### src/rtl/bpsc_pkg.sv
`default_nettype none

package bpsc_pkg;

    // field and datapath widths
    localparam int FIELD_W        = 32;
    localparam int COORD_BITS_DEF = 32;
    localparam int AXIS_W         = 32;
    localparam int MUL_W          = 32;
    localparam int CFG_IDX_W      = 3;
    localparam int SHIFT_W        = 2;
    localparam int REL_W          = 2;

    // register reset values
    localparam logic [FIELD_W-1:0] BOX_RESET     = 32'd65536;
    localparam logic [FIELD_W-1:0] SEP_MIN_RESET = 32'd0;
    localparam logic [FIELD_W-1:0] SEP_MAX_RESET = 32'd65536;
    localparam logic [FIELD_W-1:0] LOS_MIN_RESET = 32'd0;
    localparam logic [FIELD_W-1:0] LOS_MAX_RESET = 32'd65536;

    typedef enum logic [CFG_IDX_W-1:0] {
        CFG_BOX_X    = 3'd0,
        CFG_BOX_Y    = 3'd1,
        CFG_BOX_Z    = 3'd2,
        CFG_SEP_MIN  = 3'd3,
        CFG_SEP_MAX  = 3'd4,
        CFG_LOS_MIN  = 3'd5,
        CFG_LOS_MAX  = 3'd6,
        CFG_BIN_MODE = 3'd7
    } cfg_reg_t;

    typedef enum logic [REL_W-1:0] {
        REL_OUTSIDE    = 2'd0,
        REL_INSIDE     = 2'd1,
        REL_CROSS      = 2'd2,
        REL_CROSS_WRAP = 2'd3
    } relation_t;

    typedef logic signed [SHIFT_W-1:0] shift_t;

    localparam shift_t SHIFT_NONE = 2'b00;
    localparam shift_t SHIFT_UP   = 2'b01;
    localparam shift_t SHIFT_DOWN = 2'b11;

    // per-item decisions handed to the classifier
    typedef struct packed {
        logic sep_min_zero;
        logic smax_gt;
        logic smin_gt;
        logic los_fail;
        logic los_ok;
        logic wrap_need;
    } bpsc_flags_t;

endpackage

`default_nettype wire

### src/rtl/bpsc_square.sv
`default_nettype none

module bpsc_square #(
    parameter int W = 32
) (
    input  wire logic           clk,
    input  wire logic           en,
    input  wire logic [W-1:0]   x,
    output logic [2*W-1:0]      sq_reg
);
    import bpsc_pkg::*;

    logic [2*W-1:0] sq_next;

    generate
        if (W <= MUL_W)
        begin : g_direct
            assign sq_next = x * x;
        end
        else
        begin : g_split
            // split off the top bits so the multiplier stays 32 by 32
            localparam int HW = W - MUL_W;

            logic [MUL_W-1:0]   xl;
            logic [HW-1:0]      xh;
            logic [2*MUL_W-1:0] p_ll;
            logic [W-1:0]       p_hl;
            logic [2*HW-1:0]    p_hh;

            assign xl   = x[MUL_W-1:0];
            assign xh   = x[W-1:MUL_W];
            assign p_ll = xl * xl;
            assign p_hl = xh * xl;
            assign p_hh = xh * xh;
            assign sq_next = (2*W)'(p_ll)
                           + ((2*W)'(p_hl) << (MUL_W + 1))
                           + ((2*W)'(p_hh) << (2 * MUL_W));
        end
    endgenerate

    always_ff @(posedge clk)
    begin
        if (en)
        begin
            sq_reg <= sq_next;
        end
    end

endmodule

`default_nettype wire

### config.mk
export PLATFORM = sky130hd
export DESIGN_NAME = bpsc_square
export DESIGN_NICKNAME = d
export VERILOG_FILES = /design/src/rtl/bpsc_pkg.sv /design/src/rtl/bpsc_square.sv
export SDC_FILE = /design/constraint.sdc
export NUM_CORES = 2
export LEC_CHECK = 0
export ABC_AREA = 1
export ABC_CLOCK_PERIOD_IN_PS = 7900
export BUFFER_PORTS_ARGS = -buffer_cell sky130_fd_sc_hd__buf_4
export CORE_ASPECT_RATIO = 0.7
export CORE_MARGIN = 5
export CORE_UTILIZATION = 30
export DETAILED_ROUTE_END_ITERATION = 10
export GPL_TIMING_DRIVEN = 1
export HOLD_SLACK_MARGIN = 0.12
export PLACE_DENSITY_LB_ADDON = 0.08
export REMOVE_ABC_BUFFERS = 1
export SLEW_MARGIN = 0
export SYNTH_ARGS = -nofsm -noshare
export SYNTH_HDL_FRONTEND = slang
export SYNTH_SLANG_ARGS = --single-unit
### constraint.sdc
create_clock -name clk -period 7.9 [get_ports clk]
set_input_delay 1.185 -clock clk [delete_from_list [all_inputs] [get_ports clk]]
set_output_delay 1.185 -clock clk [all_outputs]
set_load 0.02 [all_outputs]
==> results.cfg <==
[yosys]
synth_seq_cells = 63
synth.most_common_cell = inv_1
synth.cell_area_mm2 = 0.0337
synth_top_area_cell = fa_1
synth_edf_count = 63
yosys_most_used_dff = edfxtp_1
synthDistinctLibCells = 32
synth_area_per_cell_um2 = 8.12
async_reset_ff_frac = 0
synthTopCellsByCount = inv_1 (1450), nand2_1 (1034), fa_1 (792)
synth_warnings = 0
syn_inst = 4146
seq_area_frac_synth = 0.0562
synth_top_area_frac = 0.471
synth_area_leaders = fa_1 (47%), inv_1 (16%), nand2_1 (12%)

[critical_path]
crit_fanout = 14
crit_slowest_cell = fa_1
max_stage_delay_ns = 0.57
path_class = in -> reg
startpoint_type = primary input
cp-end-kind = flip-flop
cp_common_cell = fa_1
cp.required_ns = 8.00
arrival_ns = 7.71

[timing]
rsz0062_at_grt = no
period_needed_ns = 7.61
fmax_ghz = 0.131
slew_viol_final = 0
tightest_slew_ns = 1.03
hold_violations = 0
finalSetupViolCount = 0
hold_ws_ns = 1.21
layout_worst_path_cycle_share = 0.963
slew_headroom = 0.315

[clock_tree]
cts-hold-fix-buffers = 0
postCtsSetupBuffers = 0
ctsLongestPathBuffers = 2
root_buffer = clkbuf_16
numCtsBuffers = 9
clk_pin_slew_worst_paths_ns = 0.06
cts-htree-levels = 3
clkSinkCount = 63
cts_tree = done

[floorplanning]
io_pins = 98
die_x_um = 410
die_area_mm2 = 0.119
die_h_um = 290
core_mm2 = 0.111
row_count = 102
start_util = 0.303

[layout]
fin_util = 0.348
nNetsFinal = 5570
largest_reg_flops = 63
drive_gt1_frac = 0.106
syn2layout_area_growth_pct = 14.7

[global_routing]
grt_util_all_layers = 0.184
grt_pass1_wl_mm = 167
grt_start_max_net_pins = 64
grt_pass1_vias = 26400
antenna_found_initial = 1
gr-total-overflow = 0

[detailed_routing]
routed_via_density = 4.12
post_drt_wl_per_cell_um = 18.0
first_iter_violations = 1413
drtPass1Iterations = 5
drc_errors = 0
vias = 24300
routed_wl_mm = 107
ant_nets = 0

[flow_run]
maxCapViolations = 0

[worst_hold_path]
worstHoldPathType = in -> reg
min_path_cells = 1
whs_endpoint = sq_reg[0]$_DFFE_PP_
hold_start = x[0]

[outcome]
outcome = complete, no violations

[placed_design]
dp_hpwl_mm = 96.8
numPortBuffers = 96
routabilityCongestion = 0.858
cells by family (layout without fill, tap and decap cells):
logic type,count (synthesis),after routing,synth area share
other,1,2,0.000111
xor gates and xnor gates,77,77,0.0200
DFF,63,63,0.0562
buffers and inverters,1557,1861,0.174
and+or+nand+nor,1265,1265,0.152
AOI/OAI and AO/OA,92,92,0.0163
adders and majority gates,1091,1091,0.582
final cells by class:
cell class,count,area [um^2]
Clock inverter,6,75.1
Antenna cell,1,2.50
Tap cell,1456,1820
Multi-Input combinational cell,2526,25900
Sequential cell,63,1890
Timing Repair Buffer,390,3190
Fill cell,11900,72400
Clock buffer,10,229
Inverter,1455,5460
worst max-delay path: cells and delay by family:
kind                     cells  cell delay, ns
AND/OR/NAND/NOR              5            0.55
AO/OA/AOI/OAI                1            0.34
XOR/XNOR                     1            0.15
buffers and inverters       11            1.29
adder cells (fa/ha/maj)      9            4.19
timing repair:
action                                 in CTS  in global routing
setup endpoints to repair                   0                  6
endpoints found under the hold margin       0                  0
resized for setup                           0                  8
layer usage:
metal  part of all wire  global-route usage  vias up
met2               0.38               0.250      320
met1               0.57               0.310    11900
met4             0.0084              0.0181        2
li1                   -                   -    12100
met3              0.041              0.0258       38
met5             0.0019              0.0116        -
metrics by stage:
step | setup WS (ns) | cell area [um^2] | setup TNS [ns] | std cells
global placement | -0.259 | 38300 | -1.27 | 5890
CTS | 0.181 | 38600 | 0 | 5906
detailed placement | -0.200 | 38300 | -0.684 | 5890
global route | 0.0157 | 38600 | 0 | 5906
floorplan | 0.995 | 33300 | 0 | 4044
finish | 0.293 | 38600 | 0 | 5907
cells in the final DEF (no fill, tap or decap), types with 23 or more instances in the layout:
| cell | n |
|---|---|
| xor2_1 | 62 |
| fa_1 | 792 |
| nand3_1 | 51 |
| o21bai_1 | 23 |
| a21oi_1 | 52 |
| inv_1 | 1450 |
| ha_1 | 299 |
| edfxtp_1 | 63 |
| nor2_1 | 90 |
| nand2_1 | 1034 |
| buf_4 | 364 |
worst max path at each step:
stage               startpoint                   end  slack [ns]
finish                   x[10]  sq_reg[24]$_DFFE_PP_        0.29
CTS                       x[7]  sq_reg[51]$_DFFE_PP_        0.18
global placement          x[7]  sq_reg[51]$_DFFE_PP_       -0.26
detailed placement        x[7]  sq_reg[51]$_DFFE_PP_       -0.20
global route             x[23]  sq_reg[51]$_DFFE_PP_        0.02
floorplan                x[13]  sq_reg[63]$_DFFE_PP_        0.99
Power is not shown: default switching activity piles up to over one toggle a cycle in this logic, so the estimate is an artifact.
