`config.mk`:
```
export PLATFORM = sky130hd
export DESIGN_NAME = bpsc_classify
export DESIGN_NICKNAME = d
export VERILOG_FILES = /design/src/rtl/bpsc_pkg.sv /design/src/rtl/bpsc_classify.sv
export SDC_FILE = /design/constraint.sdc
export NUM_CORES = 1
export LEC_CHECK = 0
export BUFFER_PORTS_ARGS = -buffer_cell sky130_fd_sc_hd__buf_2
export CORE_AREA = 2 2 129 131
export DETAILED_ROUTE_END_ITERATION = 10
export DIE_AREA = 0 0 131 133
export GPL_TIMING_DRIVEN = 0
export PLACE_DENSITY = 0.73
export SETUP_SLACK_MARGIN = 0.02
export SLEW_MARGIN = 25
export SYNTH_ARGS = -nofsm -noshare
export SYNTH_HDL_FRONTEND = slang
export SYNTH_SLANG_ARGS = --single-unit
```
`constraint.sdc`:
```
create_clock -name vclk -period 3
set_clock_uncertainty 0.2 [all_clocks]
set_input_delay 0.15 -clock vclk [all_inputs]
set_output_delay 0.15 -clock vclk [all_outputs]
set_load 0.005 [all_outputs]
```
`src/rtl/bpsc_pkg.sv`:
```
`default_nettype none

package bpsc_pkg;

    // field and datapath widths
    localparam int FIELD_W        = 32;
    localparam int COORD_BITS_DEF = 32;
    localparam int AXIS_W         = 32;
    localparam int MUL_W          = 32;
    localparam int CFG_IDX_W      = 3;
    localparam int SHIFT_W        = 2;
    localparam int REL_W          = 2;

    // register reset values
    localparam logic [FIELD_W-1:0] BOX_RESET     = 32'd65536;
    localparam logic [FIELD_W-1:0] SEP_MIN_RESET = 32'd0;
    localparam logic [FIELD_W-1:0] SEP_MAX_RESET = 32'd65536;
    localparam logic [FIELD_W-1:0] LOS_MIN_RESET = 32'd0;
    localparam logic [FIELD_W-1:0] LOS_MAX_RESET = 32'd65536;

    typedef enum logic [CFG_IDX_W-1:0] {
        CFG_BOX_X    = 3'd0,
        CFG_BOX_Y    = 3'd1,
        CFG_BOX_Z    = 3'd2,
        CFG_SEP_MIN  = 3'd3,
        CFG_SEP_MAX  = 3'd4,
        CFG_LOS_MIN  = 3'd5,
        CFG_LOS_MAX  = 3'd6,
        CFG_BIN_MODE = 3'd7
    } cfg_reg_t;

    typedef enum logic [REL_W-1:0] {
        REL_OUTSIDE    = 2'd0,
        REL_INSIDE     = 2'd1,
        REL_CROSS      = 2'd2,
        REL_CROSS_WRAP = 2'd3
    } relation_t;

    typedef logic signed [SHIFT_W-1:0] shift_t;

    localparam shift_t SHIFT_NONE = 2'b00;
    localparam shift_t SHIFT_UP   = 2'b01;
    localparam shift_t SHIFT_DOWN = 2'b11;

    // per-item decisions handed to the classifier
    typedef struct packed {
        logic sep_min_zero;
        logic smax_gt;
        logic smin_gt;
        logic los_fail;
        logic los_ok;
        logic wrap_need;
    } bpsc_flags_t;

endpackage

`default_nettype wire

```
`src/rtl/bpsc_classify.sv`:
```
`default_nettype none

module bpsc_classify #(
    parameter int BW = 34
) (
    input  wire logic [2*bpsc_pkg::AXIS_W+1:0]  sum,
    input  wire logic [2*BW-1:0]                sq_max_outer,
    input  wire logic [2*bpsc_pkg::AXIS_W-1:0]  sq_max_inner,
    input  wire logic [2*bpsc_pkg::AXIS_W-1:0]  sq_min_inner,
    input  wire logic [2*BW-1:0]                sq_min_outer,
    input  wire bpsc_pkg::bpsc_flags_t          flags,
    output bpsc_pkg::relation_t                 relation
);
    import bpsc_pkg::*;

    logic [2*BW-1:0] sum_ext;
    logic            lt_max_outer;
    logic            lt_max_inner;
    logic            lt_min_inner;
    logic            lt_min_outer;
    logic            is_outside;
    logic            is_inside;

    assign sum_ext      = (2*BW)'(sum);
    assign lt_max_outer = sum_ext < sq_max_outer;
    assign lt_max_inner = sum_ext < (2*BW)'(sq_max_inner);
    assign lt_min_inner = sum_ext < (2*BW)'(sq_min_inner);
    assign lt_min_outer = sum_ext < sq_min_outer;

    assign is_outside = !lt_max_outer || flags.los_fail
                      || (!flags.sep_min_zero && flags.smin_gt && lt_min_inner);
    assign is_inside  = flags.smax_gt && lt_max_inner && flags.los_ok
                      && (flags.sep_min_zero || !lt_min_outer);

    always_comb
    begin
        if (is_outside)
        begin
            relation = REL_OUTSIDE;
        end
        else if (is_inside)
        begin
            relation = REL_INSIDE;
        end
        else if (flags.wrap_need)
        begin
            relation = REL_CROSS_WRAP;
        end
        else
        begin
            relation = REL_CROSS;
        end
    end

endmodule

`default_nettype wire

```
==> metrics <==
WP data required=2.65 ns; top cell type's share of synthesized area=0.4927; peak supply drop=60.71 uV; routed len/inst=14.82 um; pre-CTS WS=-0.1523 ns; Final HPWL DP=20070 um; crit path DAT=2.53 ns; Avg Cell Area, Syn=7.051 um^2; antenna-violating nets left=0; fin area=8612 um^2; Max Cap Viol=0; Slew @ Worst Pin=0.5582 ns; DRC marker count from the first detailed-route iteration=241; IO Port Bufs=338; share of cells above drive strength 1=0.2889; routability cong.=0.9529; Core Box Area=16170 um^2; clock buffers=0; PwrDens=126.1 nW/um^2; Final min period=2.880 ns; clock power share=0; Netlist cell types=45; CP startpoint kind=input port; initial core utilization=0.4020; Multi-input gate area=5660 um^2; Remaining DRCs=0; Total Power=1.086 mW; first drt pass iteration count=4; global-route wire length before repair=32900 um; Core Util, Final=0.5325; Fillers=1603; Post-CTS Setup Inserts=0; Internal Power=0.5153 mW; CP Capture Type=primary output; Seq cells=0; vias in the first global route=7322; GR peak layer=met2; final setup vio count=0; num rows=47; IO Count=338; Area growth, synth to finish=32.47%; Vias=7530; Slew HR=0.6182; nets=1854; critical path peak fanout=4; DP Area=8468 um^2; met1 Usage GRT=0.2656; Post-Route WL=21970 um; hold depth=4; sequential element share of the synthesized area=0; vias per cell=5.081; Die ar.=17420 um^2; top cells by area, synth=ha_1, inv_1, a21oi_1; pin count of the biggest net entering global routing=6; Synth area leader=ha_1; worst setup margin=0.1198 ns; Ys Warns=0; GR Layer Usage met2=0.4502; antenna violations before repair=3; Peak Freq=347.2 MHz; Logic pwr share=1.000; flip-flop and latch area=0 um^2; worst setup path category=input port to primary output; most instantiated cells after synthesis=inv_1, ha_1, a21oi_1, nand2_1, o21ai_0; status=completed; Die Y=133 um; Sequential Power Share=0; Cell Area, Synth=6501 um^2; Syn Inst Count=922; total grt overflow=0; Post-Synthesis Net Count=1514; overall global routing resource usage=0.2348; count leader, synth=inv_1; Final Cycle Share=0.9601; Die W=131 um; Final Max Tran Viols=0; M3 GR Usage=0.03154; Pleak=5.470 nW; final hold violation count=0; cts-stage hold buffer count=0; switching share of power=0.5255; NetSw=0.5708 mW; Min-Delay Path Class=input port to primary output
==> metal layers <==
layer	share of wire	vias up
met1	0.41	3328
li1	-	3909
met2	0.50	257
met3	0.065	36
met5	0	-
met4	0.026	0
==> cell type report <==
class | count | share of cell area
Timing Repair Buffer | 338 | 0.1964
Tap cell | 220 | 0.03196
Inverter | 261 | 0.1138
Multi-Input combinational cell | 661 | 0.6573
Antenna cell | 2 | 0.0005811
==> timing repair <==
item,4_1_cts,5_1_grt
setup endpoints to repair,2,2
cloned,0,0
gates resized for setup,9,18
pin swaps,1,7
==> final timing paths <==
path                           to      from
worst max-delay path  relation[1]   sum[63]
worst min-delay path  relation[0]  flags[0]
==> layout by cell type (no fill, tap or decap), types with 3 or more instances in the layout <==
cell / n
a2111oi_0: 9
a211oi_1: 11
a211oi_2: 3
a21o_1: 16
a21oi_1: 75
a221oi_1: 3
and3_1: 4
and4_1: 7
buf_2: 338
ha_1: 253
ha_4: 3
inv_1: 261
nand2_1: 51
nand2b_1: 3
nand3_1: 27
nand4_1: 33
nor2_1: 31
nor2b_1: 6
nor3_1: 16
nor4_1: 4
o2111ai_1: 3
o211ai_1: 7
o21a_1: 8
o21ai_0: 40
o21ai_2: 3
or2_2: 3
==> metrics by stage <==
stage	hold slack, ns	instances	setup TNS (ns)
2_1_floorplan	0.1944	922	0
3_3_place_gp	0.4167	1480	-0.1535
3_5_place_dp	0.4226	1480	-0.2085
4_1_cts	0.4227	1480	0
5_1_grt	0.4688	1482	-0.04295
6_report	0.4399	1482	0
==> cell families (layout without fill, tap and decap cells) <==
| family | count (synthesis) | in the layout | synth area share |
|---|---|---|---|
| other | 0 | 2 | 0 |
| adder cells (fa/ha/maj) | 256 | 256 | 0.4927 |
| buffers and inverters | 261 | 599 | 0.1507 |
| AND/OR/NAND/NOR | 198 | 198 | 0.1563 |
| AO/OA/AOI/OAI | 207 | 207 | 0.2004 |
==> power groups by stage <==
stage / sequential (mW) / combinational, mW / clock, mW
finish: 0 / 1.09 / 0.0000000896
floorplan: 0 / 0.585 / 0
global placement: 0 / 1.02 / 0
global route: 0 / 1.25 / 0.0000000895
detailed placement: 0 / 1.04 / 0
CTS: 0 / 1.06 / 0
==> worst max-delay path, stage by stage <==
cell and delay, ns:
buf_2 0.14, ha_1 0.30, nand2_1 0.09, nor4_2 0.40
nand2_1 0.15, nand4b_1 0.35, a211oi_1 0.45, o21ai_2 0.16
nor3b_2 0.18, buf_2 0.15
(Power assumes the default switching activity.)
