`src/rtl/bpsc_pkg.sv`:
```
`default_nettype none

package bpsc_pkg;

    // field and datapath widths
    localparam int FIELD_W        = 32;
    localparam int COORD_BITS_DEF = 32;
    localparam int AXIS_W         = 32;
    localparam int MUL_W          = 32;
    localparam int CFG_IDX_W      = 3;
    localparam int SHIFT_W        = 2;
    localparam int REL_W          = 2;

    // register reset values
    localparam logic [FIELD_W-1:0] BOX_RESET     = 32'd65536;
    localparam logic [FIELD_W-1:0] SEP_MIN_RESET = 32'd0;
    localparam logic [FIELD_W-1:0] SEP_MAX_RESET = 32'd65536;
    localparam logic [FIELD_W-1:0] LOS_MIN_RESET = 32'd0;
    localparam logic [FIELD_W-1:0] LOS_MAX_RESET = 32'd65536;

    typedef enum logic [CFG_IDX_W-1:0] {
        CFG_BOX_X    = 3'd0,
        CFG_BOX_Y    = 3'd1,
        CFG_BOX_Z    = 3'd2,
        CFG_SEP_MIN  = 3'd3,
        CFG_SEP_MAX  = 3'd4,
        CFG_LOS_MIN  = 3'd5,
        CFG_LOS_MAX  = 3'd6,
        CFG_BIN_MODE = 3'd7
    } cfg_reg_t;

    typedef enum logic [REL_W-1:0] {
        REL_OUTSIDE    = 2'd0,
        REL_INSIDE     = 2'd1,
        REL_CROSS      = 2'd2,
        REL_CROSS_WRAP = 2'd3
    } relation_t;

    typedef logic signed [SHIFT_W-1:0] shift_t;

    localparam shift_t SHIFT_NONE = 2'b00;
    localparam shift_t SHIFT_UP   = 2'b01;
    localparam shift_t SHIFT_DOWN = 2'b11;

    // per-item decisions handed to the classifier
    typedef struct packed {
        logic sep_min_zero;
        logic smax_gt;
        logic smin_gt;
        logic los_fail;
        logic los_ok;
        logic wrap_need;
    } bpsc_flags_t;

endpackage

`default_nettype wire

```
`src/rtl/bpsc_axis_wrap.sv`:
```
`default_nettype none

module bpsc_axis_wrap #(
    parameter int CW = bpsc_pkg::COORD_BITS_DEF
) (
    input  wire logic                         clk,
    input  wire logic                         en_mag,
    input  wire logic                         en_wrap,
    input  wire logic [CW-1:0]                a,
    input  wire logic [CW-1:0]                b,
    input  wire logic [bpsc_pkg::AXIS_W-1:0]  box,
    output bpsc_pkg::shift_t                  shift_reg,
    output logic [bpsc_pkg::AXIS_W-1:0]       dist_reg
);
    import bpsc_pkg::*;

    localparam int TW = ((CW + 1) > AXIS_W) ? (CW + 1) : AXIS_W;

    logic [CW:0]       diff;
    logic [CW:0]       diff_neg;
    logic [CW-1:0]     mag_next;
    logic [CW-1:0]     mag_reg;
    logic              neg_reg;
    logic [AXIS_W-1:0] mag_ext;
    logic              wrap;
    logic              mag_ge;
    logic [AXIS_W-1:0] dist_next;
    shift_t            shift_next;

    // stage one: signed offset and its magnitude
    assign diff     = {1'b0, a} - {1'b0, b};
    assign diff_neg = -diff;
    assign mag_next = diff[CW] ? diff_neg[CW-1:0] : diff[CW-1:0];

    always_ff @(posedge clk)
    begin
        if (en_mag)
        begin
            mag_reg <= mag_next;
            neg_reg <= diff[CW];
        end
    end

    // stage two: minimum image against half a box
    assign mag_ext   = AXIS_W'(mag_reg);
    assign wrap      = TW'({mag_reg, 1'b0}) > TW'(box);
    assign mag_ge    = mag_ext >= box;
    assign dist_next = wrap ? (mag_ge ? (mag_ext - box) : (box - mag_ext)) : mag_ext;
    assign shift_next = wrap ? (neg_reg ? SHIFT_UP : SHIFT_DOWN) : SHIFT_NONE;

    always_ff @(posedge clk)
    begin
        if (en_wrap)
        begin
            dist_reg  <= dist_next;
            shift_reg <= shift_next;
        end
    end

endmodule

`default_nettype wire

```
`config.mk`:
```
export PLATFORM = sky130hd
export DESIGN_NAME = bpsc_axis_wrap
export DESIGN_NICKNAME = d
export VERILOG_FILES = /design/src/rtl/bpsc_pkg.sv /design/src/rtl/bpsc_axis_wrap.sv
export SDC_FILE = /design/constraint.sdc
export NUM_CORES = 1
export LEC_CHECK = 0
export BUFFER_PORTS_ARGS = -buffer_cell sky130_fd_sc_hd__buf_2
export CAP_MARGIN = 5
export CORE_MARGIN = 2
export CORE_UTILIZATION = 30
export CTS_CLUSTER_DIAMETER = 200
export DETAILED_ROUTE_END_ITERATION = 8
export GPL_ROUTABILITY_DRIVEN = 0
export GPL_TIMING_DRIVEN = 0
export PLACE_DENSITY_LB_ADDON = 0.25
export SYNTH_ARGS = -nofsm -noshare
export SYNTH_HDL_FRONTEND = slang
export SYNTH_SLANG_ARGS = --single-unit
```
`constraint.sdc`:
```
create_clock -name clk -period 3.9 [get_ports clk]
set_input_delay 0.195 -clock clk [delete_from_list [all_inputs] [get_ports clk]]
set_output_delay 0.195 -clock clk [all_outputs]
set_load 0.005 [all_outputs]
```
==> impl_metrics.csv, run 1 <==
group,metric,value,unit
clock_network,post_cts_sizing_count,4,
cells_and_area,final-instance-count-excl-fill,1776,
synth,syn_inst,1226,
synth,post_synth_instance_area,0.009709,sq mm
timing,final-hold-violation-count,0,
global_routing,globalRouteTotalUtil,18.11,%
cells_and_area,flow.area_growth_from_synthesis,15.59,%
timing,maxSlewHeadroom,41.27,%
timing,setup_repair_after_global_routing_missed_its_margin,"no",
setup_path,worst_path_class_setup,"reg2reg",
setup_path,rr_endpoint,"dist_reg[24]",
die,core_region_area,0.03172,sq mm
setup_path,critPathCaptureType,"register",
power,post-layout-total-power,5.337,mW
synth,postSynth.topFlopCell,"edfxtp_1",
die,ioPinCount,133,
clock_network,cts_hold_buffers,0,
setup_path,crit_path_start_kind,"register",
setup_path,crit_arrival,3.81,ns
placed_design,placed_cells,1760,
synth,synth_fp_nets,1455,
die,die_width,183.9,um
timing,layout_setup_ws,0.1685,ns
timing,final.period_utilization,95.68,%
setup_path,r2r-start,"mag_ext[23]",
clock_network,cts-htree-levels,3,
clock_network,number_of_buffers_created_by_cts,9,
hold_path,worst_hold_path.endpoint,"mag_ext[0]",
global_routing,grt-ovfl-total,0,
power,vdd_ir_drop_max,0.0002508,V
global_routing,grt_first_pass_wirelength,48220,um
outcome,run_status,"completed",
timing,fin_skew,0.01071,ns
clock_network,cts_setup_buffers,0,
routing,routed_via_density,5.352,
hold_path,holdPathStages,3,
timing,setup_viol_count_final,0,
routing,wire_per_inst,17.24,um
clock_network,cts-root-buf,"clkbuf_16",
clock_network,cts.clk_slew.worst_paths,0.06,ns
placed_design,preCtsSetupSlack,-0.4984,ns
setup_path,worstPathRequired,3.98,ns
timing,hold_slack,0.2940,ns
die,initial_standard_cell_utilization_of_the_core,30.61,%
setup_path,rr_worst_depth,13,
hold_path,worst_hold_path_startpoint,"b[0]",
die,die_area,0.03382,sq mm
synth,yosysUniqueCellTypes,83,
routing,ant_nets,0,
synth,postSynthAreaPerCell,7.920,sq um
placed_design,place.detailed.hpwl,25520,um
synth,synth.top_cell.area_share,20.72,%
synth,yosys-top-cells-area,"edfxtp_1, ha_1, a21oi_1",
clock_network,tritoncts,"yes",
synth,synth.ff_latch_count,67,
placed_design,port_buffers,132,
job,maxCapViolCount,0,
clock_network,max-clock-path-buffers,2,
die,die-height,183.9,um
timing,timing.final.max_slew_violations,0,
global_routing,grt_max_degree,35,
timing,final.min_clock_period,3.732,ns
timing,fin_tns_setup,0,ns
synth,postSynth.asyncResetShare,0,%
routing,routed_wirelength,30620,um
setup_path,path_max_fanout,10,
hold_path,min-delay-path-class,"in2reg",
setup_path,ff2ff_setup_slack,0.17,ns
cells_and_area,design.final.nets,1597,
global_routing,vias_in_the_first_global_route,9079,
global_routing,grt_antenna_before_repair,1,
cells_and_area,layout-drive-gt1-share,15.29,%
clock_network,clkLatencyLatePin,0.35,ns
routing,first_pass_iters,6,
synth,synth-edff-count,67,
synth,yosysWarningCount,0,
timing,least_margin_pin_slew,0.8696,ns
clock_network,clock_tree_sinks,67,
routing,dr.first_iter.drc_count,719,
power,cellLeakagePower,5.111,nW
routing,drc,0,
routing,route.vias.total,9505,
power,power_per_standard_cell_area,475.5,mW/mm^2
synth,seq_area_frac_synth,20.72,%
synth,post-synth-top-area-cell,"edfxtp_1",
timing,max_clock_freq,268.0,MHz
die,placementRows,65,
## worst max-delay path by stage
stage                start  cells past startpoint            to
2_1_floorplan   mag_ext[9]                     11  dist_reg[10]
3_3_place_gp    mag_ext[1]                     13  dist_reg[12]
3_5_place_dp    mag_ext[1]                     13  dist_reg[12]
4_1_cts         mag_ext[0]                     11  dist_reg[30]
5_1_grt        mag_ext[19]                     12  dist_reg[17]
6_report       mag_ext[23]                     13  dist_reg[24]
## cell type report
class,count,area [sq um]
antenna,1,2.502
sequential,67,2012
buffer,59,304.0
clock inverter,7,92.59
fill,3416,20490
multi-input combinational,972,6947
clock buffer,9,225.2
tap,402,503.0
timing repair buffer,132,660.6
inverter,127,476.7
## through the flow
step	util, %	instance area (sq um)
detailed placement	34.28	10870
floorplan	-	9709
global route	35.38	11220
CTS	35.32	11200
global placement	34.28	10870
finish	35.38	11220
## routing by layer
| metal | up-vias | track usage, % | share of wire, % |
|---|---|---|---|
| li1 | 4782 | - | - |
| met1 | 4363 | 23.64 | 45 |
| met2 | 321 | 30.52 | 46 |
| met3 | 39 | 2.694 | 6.4 |
| met4 | 0 | 6.048 | 2.3 |
| met5 | - | 0 | 0 |
## worst max-delay path: stages (launching register included)
cell and delay, ns:
edfxtp_1 0.46, ha_1 0.31, clkbuf_1 0.23, a21oi_2 0.25
o21ai_0 0.19, a21o_1 0.22, a211oi_1 0.38, or2_2 0.18
buf_2 0.22, nand2_4 0.17, buf_6 0.21, o221ai_1 0.33
mux2i_1 0.22, o211ai_1 0.11
## logic make-up after synthesis
logic type                 synth area share (%)
xor gates and xnor gates                  6.662
muxes                                     1.353
DFF                                       20.72
adders and majority gates                 16.98
AOI/OAI and AO/OA                         29.27
buffers and inverters                     8.028
and+or+nand+nor                           16.98
## synth_stat cells (all sizes together), types with 22 or more instances
cell / n
a21o: 54
a21oi: 132
a31oi: 23
buf: 25
clkbuf: 35
edfxtp: 67
ha: 127
inv: 127
nand2: 84
nand4: 24
nor2: 90
nor3: 36
o21ai: 77
o21bai: 22
xnor2: 44
xor2: 29
## report_power, final
part / switching, mW / total [mW] / internal [mW]
Sequential: 0.147 / 1.28 / 1.13
Clock: 0.317 / 0.873 / 0.556
Combinational: 1.92 / 3.19 / 1.27
Total: 2.39 / 5.34 / 2.95
## cells in the final DEF, fill, tap and decap left out, types with 22 or more instances in the layout
| master | Yosys | layout |
|---|---|---|
| inv_1 | 126 | 126 |
| clkbuf_1 | 34 | 31 |
| o21bai_1 | 22 | 22 |
| o21ai_0 | 70 | 70 |
| xor2_1 | 29 | 29 |
| xnor2_1 | 43 | 43 |
| a31oi_1 | 23 | 23 |
| buf_2 | 17 | 148 |
| nor3_1 | 36 | 36 |
| a21oi_1 | 132 | 130 |
| nor2_1 | 89 | 89 |
| nand4_1 | 23 | 23 |
| ha_1 | 127 | 127 |
| nand2_1 | 83 | 83 |
| a21o_1 | 54 | 54 |
| edfxtp_1 | 67 | 67 |
No activity file was read; power rests on OpenSTA's default activity.
==> inputs of run 2 (changes only) <==
CORE_UTILIZATION = 55   (was 30)
MAX_ROUTING_LAYER = met4   (was unset)
==> run 2 against run 1 <==
First-iteration DRC count up 59%. Largest power group unchanged. Setup slack worse by 0.060 ns. Die area down 45%.
==> impl_metrics.csv, run 2 (synthesized netlist as in run 1, its figures left out) <==
group,metric,value,unit
global_routing,grt_most_used_layer,"met2",
placed_design,preCtsSetupSlack,-0.3030,ns
cells_and_area,final_cell_area,0.01099,sq mm
timing,least_margin_pin_slew,0.7645,ns
global_routing,grt_max_degree,35,
timing,maxSlewHeadroom,49.04,%
setup_path,worst_path_class_setup,"reg2reg",
routing,routed_wirelength,27320,um
outcome,run_status,"completed",
setup_path,path_max_fanout,8,
job,maxCapViolCount,0,
power,vdd_ir_drop_max,0.0002627,V
timing,final.min_clock_period,3.791,ns
clock_network,number_of_buffers_created_by_cts,9,
clock_network,cts-htree-levels,3,
routing,route.vias.total,9980,
timing,timing.final.max_slew_violations,0,
cells_and_area,layout.core_utilization,63.56,%
cells_and_area,fillCellCount,1522,
timing,max_clock_freq,263.8,MHz
cells_and_area,diodes,0,
global_routing,grt_first_pass_wirelength,43630,um
setup_path,crit_arrival,3.85,ns
die,placementRows,48,
global_routing,grt.met1_usage,37.36,%
global_routing,grt.met3_usage,3.481,%
routing,first_pass_iters,5,
global_routing,grt-ovfl-total,0,
die,die_width,136.9,um
placed_design,placed_cells,1583,
routing,wire_per_inst,17.09,um
hold_path,min-delay-path-class,"in2reg",
routing,drc,0,
global_routing,grt_antenna_before_repair,0,
power,post-layout-total-power,5.285,mW
cells_and_area,layout-drive-gt1-share,15.37,%
die,core_region_area,0.01730,sq mm
timing,fin_skew,0.007851,ns
placed_design,instance_area_after_placement,0.01065,sq mm
cells_and_area,design.final.nets,1597,
cells_and_area,final-instance-count-excl-fill,1598,
global_routing,globalRouteTotalUtil,30.09,%
cells_and_area,flow.area_growth_from_synthesis,13.22,%
clock_network,cts.clk_slew.worst_paths,0.06,ns
routing,routed_via_density,6.245,
placed_design,place.detailed.hpwl,22180,um
cells_and_area,mostFrequentLayoutCell,"buf_2",
die,ioPinCount,133,
clock_network,clock_tree_sinks,67,
timing,layout_setup_ws,0.1090,ns
clock_network,tritoncts,"yes",
global_routing,vias_in_the_first_global_route,9144,
die,die-height,136.9,um
setup_path,worstPathRequired,3.96,ns
timing,final-hold-violation-count,0,
routing,dr.first_iter.drc_count,1140,
clock_network,clkLatencyLatePin,0.34,ns
global_routing,gr-usage-met2,48.47,%
power,power_per_standard_cell_area,480.8,mW/mm^2
timing,setup_viol_count_final,0,
placed_design,port_buffers,132,
power,cellLeakagePower,5.111,nW
setup_path,critPathCaptureType,"register",
clock_network,max-clock-path-buffers,2,
setup_path,crit_path_start_kind,"register",
routing,ant_nets,0,
timing,final.period_utilization,97.21,%
die,die_area,0.01873,sq mm
die,initial_standard_cell_utilization_of_the_core,56.13,%
cells_and_area,top_library_cells_by_usage_in_the_layout_fill_and_taps_aside,"buf_2, a21oi_1, ha_1",
clock_network,cts_hold_buffers,0,
timing,setup_repair_after_global_routing_missed_its_margin,"no",
clock_network,cts-root-buf,"clkbuf_16",
## run 2: report_power, final
| group | switching (mW) | internal [mW] |
|---|---|---|
| combinational | 1.88 | 1.26 |
| clock | 0.319 | 0.557 |
| sequential | 0.138 | 1.13 |
## run 2: per-stage QoR
stage                     hold slack (ns)  TNS (ns)
after floorplan                    0.3075         0
after global placement             0.5402    -3.651
after detailed placement           0.5393    -4.391
after CTS                          0.2998         0
after global routing               0.3342         0
final                              0.2948         0
## run 2: layout make-up
cell class              instances  area [sq um]  area share, %
flip-flops and latches         67          2012          18.30
clock buffers                   9         225.2          2.049
plain buffers                  59         302.8          2.754
multi-input cells             972          6942          63.15
well taps                     225         281.5          2.561
clock inverters                 7         92.59         0.8423
repair buffers                132         660.6          6.010
inverters                     127         476.7          4.336
## run 2: path summary, 6_finish.rpt
kind                    start      endpoint  slack (ns)  cells after the start
setup / recovery  mag_ext[19]  dist_reg[20]        0.11                     12
hold / removal           b[0]    mag_ext[0]        0.29                      3
setup reg to reg  mag_ext[19]  dist_reg[20]        0.11                     12
hold reg to reg       neg_reg  shift_reg[1]        0.54                      1
## run 2: timing repair
item                                    in CTS  in global routing
buffers inserted                             0                  0
gates resized for setup                      3                  8
endpoints found under the setup margin      24                 15
pin swaps                                    0                  0
endpoints found under the hold margin        0                  0
## run 2: routing by layer
layer | part of all wire (%) | vias up
met1 | 41 | 4532
met3 | 8.7 | 120
met4 | 5.5 | 0
met5 | 0 | -
met2 | 45 | 550
li1 | - | 4778
## run 2: critical path, cell delays in order (launching register included)
cell and delay (ns):
edfxtp_1 0.49, ha_1 0.32, clkbuf_1 0.32, nand2_1 0.17, o21ai_0 0.33, a21o_1 0.24, a211oi_2 0.10, or2_2 0.30
buf_2 0.18, a32oi_1 0.40, o221ai_1 0.30, xnor2_1 0.24, a21oi_2 0.11
==> inputs of run 3 (changes only) <==
CORE_UTILIZATION = 40   (was 55)
PLACE_DENSITY = 0.64   (was unset)
PLACE_DENSITY_LB_ADDON = unset   (was 0.25)
clock period = 4.1 ns   (was 3.9 ns; I/O delays follow)
==> run 3 against run 2 <==
Clock-buffer cell count is the same. Clock skew grew 0.0021 ns. Worst hold slack lost 0.00055 ns. Via count shrank 3.4%. Fmax shrank 2.8%. Global-route usage shrank 7.0 points. Sequential share of layout area shrank 0.23 points. Die area grew 36%. Critical path type unchanged.
==> impl_metrics.csv, run 3 (synthesized netlist as in run 1, its figures left out) <==
group,metric,value,unit
setup_path,crit_path_top_delay_cell,"edfxtp_1",
clock_network,clock_tree_sinks,67,
timing,timing.final.max_slew_violations,0,
job,maxCapViolCount,0,
cells_and_area,multi_input_area,0.006932,sq mm
setup_path,r2r-start,"mag_ext[1]",
setup_path,rr_endpoint,"dist_reg[23]",
setup_path,worst_path_class_setup,"reg2reg",
die,die_width,159.8,um
clock_network,number_of_buffers_created_by_cts,9,
setup_path,rr_worst_depth,13,
placed_design,placed_cells,1682,
setup_path,timing.critical_path.cells,"ha_1 -> a21o_1 -> a21o_1 -> a211o_1 -> o2bb2ai_1 -> o31a_1 -> a211oi_4 -> or2_2 -> clkbuf_1 -> inv_2 -> clkbuf_1 -> nor2_1 -> a21oi_1",
hold_path,worst_hold_path_startpoint,"b[0]",
routing,routed_via_density,5.676,
timing,least_margin_pin_slew,0.8547,ns
routing,dr.first_iter.drc_count,728,
setup_path,ff2ff_setup_slack,0.20,ns
global_routing,grt_max_degree,35,
clock_network,tritoncts,"yes",
cells_and_area,mostFrequentLayoutCell,"buf_2",
setup_path,critical_path.n_buffers_inverters,3,
timing,max_clock_freq,256.4,MHz
cells_and_area,flow.area_growth_from_synthesis,14.68,%
global_routing,grt_first_pass_wirelength,46530,um
clock_network,cts.clk_slew.worst_paths,0.06,ns
timing,fin_skew,0.009993,ns
setup_path,path_max_fanout,10,
routing,drc,0,
setup_path,critPathCaptureType,"register",
die,core_region_area,0.02411,sq mm
power,cellLeakagePower,5.123,nW
cells_and_area,design.final.nets,1598,
die,placementRows,57,
clock_network,cts-htree-levels,3,
outcome,run_status,"completed",
die,ioPinCount,133,
die,initial_standard_cell_utilization_of_the_core,40.28,%
global_routing,vias_in_the_first_global_route,9106,
die,die-height,159.8,um
setup_path,crit_path_start_kind,"register",
placed_design,instance_area_after_placement,0.01078,sq mm
global_routing,grt-ovfl-total,0,
power,vdd_ir_drop_max,0.0002120,V
timing,final-hold-violation-count,0,
hold_path,holdPathStages,3,
timing,setup_viol_count_final,0,
routing,ant_nets,0,
timing,hold_slack,0.2943,ns
timing,setup_repair_after_global_routing_missed_its_margin,"no",
cells_and_area,ff_latch_area,0.002012,sq mm
cells_and_area,top_library_cells_by_usage_in_the_layout_fill_and_taps_aside,"buf_2, a21oi_1, ha_1",
clock_network,cts-root-buf,"clkbuf_16",
placed_design,port_buffers,132,
setup_path,crit_path_max_incr_delay,0.50,ns
clock_network,max-clock-path-buffers,2,
global_routing,grt_antenna_before_repair,1,
global_routing,globalRouteTotalUtil,23.10,%
routing,route.vias.total,9643,
routing,routed_wirelength,28730,um
cells_and_area,final_cell_area,0.01113,sq mm
hold_path,worst_hold_path.endpoint,"mag_ext[0]",
timing,layout_setup_ws,0.1996,ns
cells_and_area,final-instance-count-excl-fill,1699,
routing,first_pass_iters,8,
power,power_per_standard_cell_area,458.0,mW/mm^2
die,die_area,0.02554,sq mm
routing,wire_per_inst,16.91,um
clock_network,clkLatencyLatePin,0.35,ns
cells_and_area,fillCellCount,2484,
cells_and_area,layout-drive-gt1-share,15.07,%
timing,final.period_utilization,95.13,%
placed_design,preCtsSetupSlack,-0.2100,ns
placed_design,place.detailed.hpwl,23680,um
timing,maxSlewHeadroom,42.28,%
timing,final.min_clock_period,3.900,ns
setup_path,worst_path_dominant_cell_family,"compound AO/OA/AOI/OAI gates",
setup_path,crit_arrival,3.95,ns
cells_and_area,layout.core_utilization,46.19,%
setup_path,worstPathRequired,4.15,ns
hold_path,min-delay-path-class,"in2reg",
-- run 3: routing by layer --
| layer | part of all wire [%] | global-route usage [%] | routed length (um) | up-vias |
|---|---|---|---|---|
| met1 | 44 | 29.33 | 12530 | 4396 |
| met4 | 3.4 | 8.477 | 978 | 0 |
| met5 | 0 | - | 0 | - |
| li1 | - | - | - | 4777 |
| met3 | 7.3 | 2.805 | 2086 | 77 |
| met2 | 46 | 37.90 | 13140 | 393 |
-- run 3: power breakdown --
| part | switching, mW | leakage, nW | internal, mW | total [mW] |
|---|---|---|---|---|
| sequential | 0.134 | 0.655 | 1.07 | 1.21 |
| clock | 0.305 | 0.165 | 0.592 | 0.897 |
| combinational | 1.80 | 4.30 | 1.20 | 3.00 |
-- run 3: worst max-delay path by stage --
stage	startpoint	endpoint	slack [ns]	depth (start not counted)
2_1_floorplan	mag_ext[9]	dist_reg[10]	0.93	11
3_3_place_gp	mag_ext[1]	dist_reg[8]	-0.20	13
3_5_place_dp	mag_ext[1]	dist_reg[10]	-0.21	13
4_1_cts	mag_ext[1]	dist_reg[10]	0.02	13
5_1_grt	mag_ext[1]	dist_reg[23]	0.1	13
6_report	mag_ext[1]	dist_reg[23]	0.20	13
-- run 3: final cells by class --
cell class	instances	area share (%)
clock buffer	9	2.023
sequential	67	18.07
buffer	60	2.731
antenna	1	0.02247
timing repair buffer	132	5.933
clock inverter	7	1.045
inverter	127	4.281
multi-input combinational	972	62.25
tap	324	3.641
-- run 3: repair_timing --
action	4_1_cts	5_1_grt
buffers inserted	0	0
resized for setup	1	4
endpoints found under the setup margin	21	13
hold buffers	0	0
-- run 3: metrics by stage --
| step | power [mW] | TNS (ns) |
|---|---|---|
| 6_report | 5.099 | 0 |
| 3_5_place_dp | 4.124 | -2.097 |
| 3_3_place_gp | 4.085 | -1.648 |
| 5_1_grt | 5.465 | 0 |
| 4_1_cts | 5.044 | 0 |
| 2_1_floorplan | 3.286 | 0 |
-- run 3: worst min-delay path, delay by kind of cell --
| family | cells | cell delay (ns) |
|---|---|---|
| fa+ha+maj | 1 | 0.15 |
| buf+inv | 2 | 0.12 |
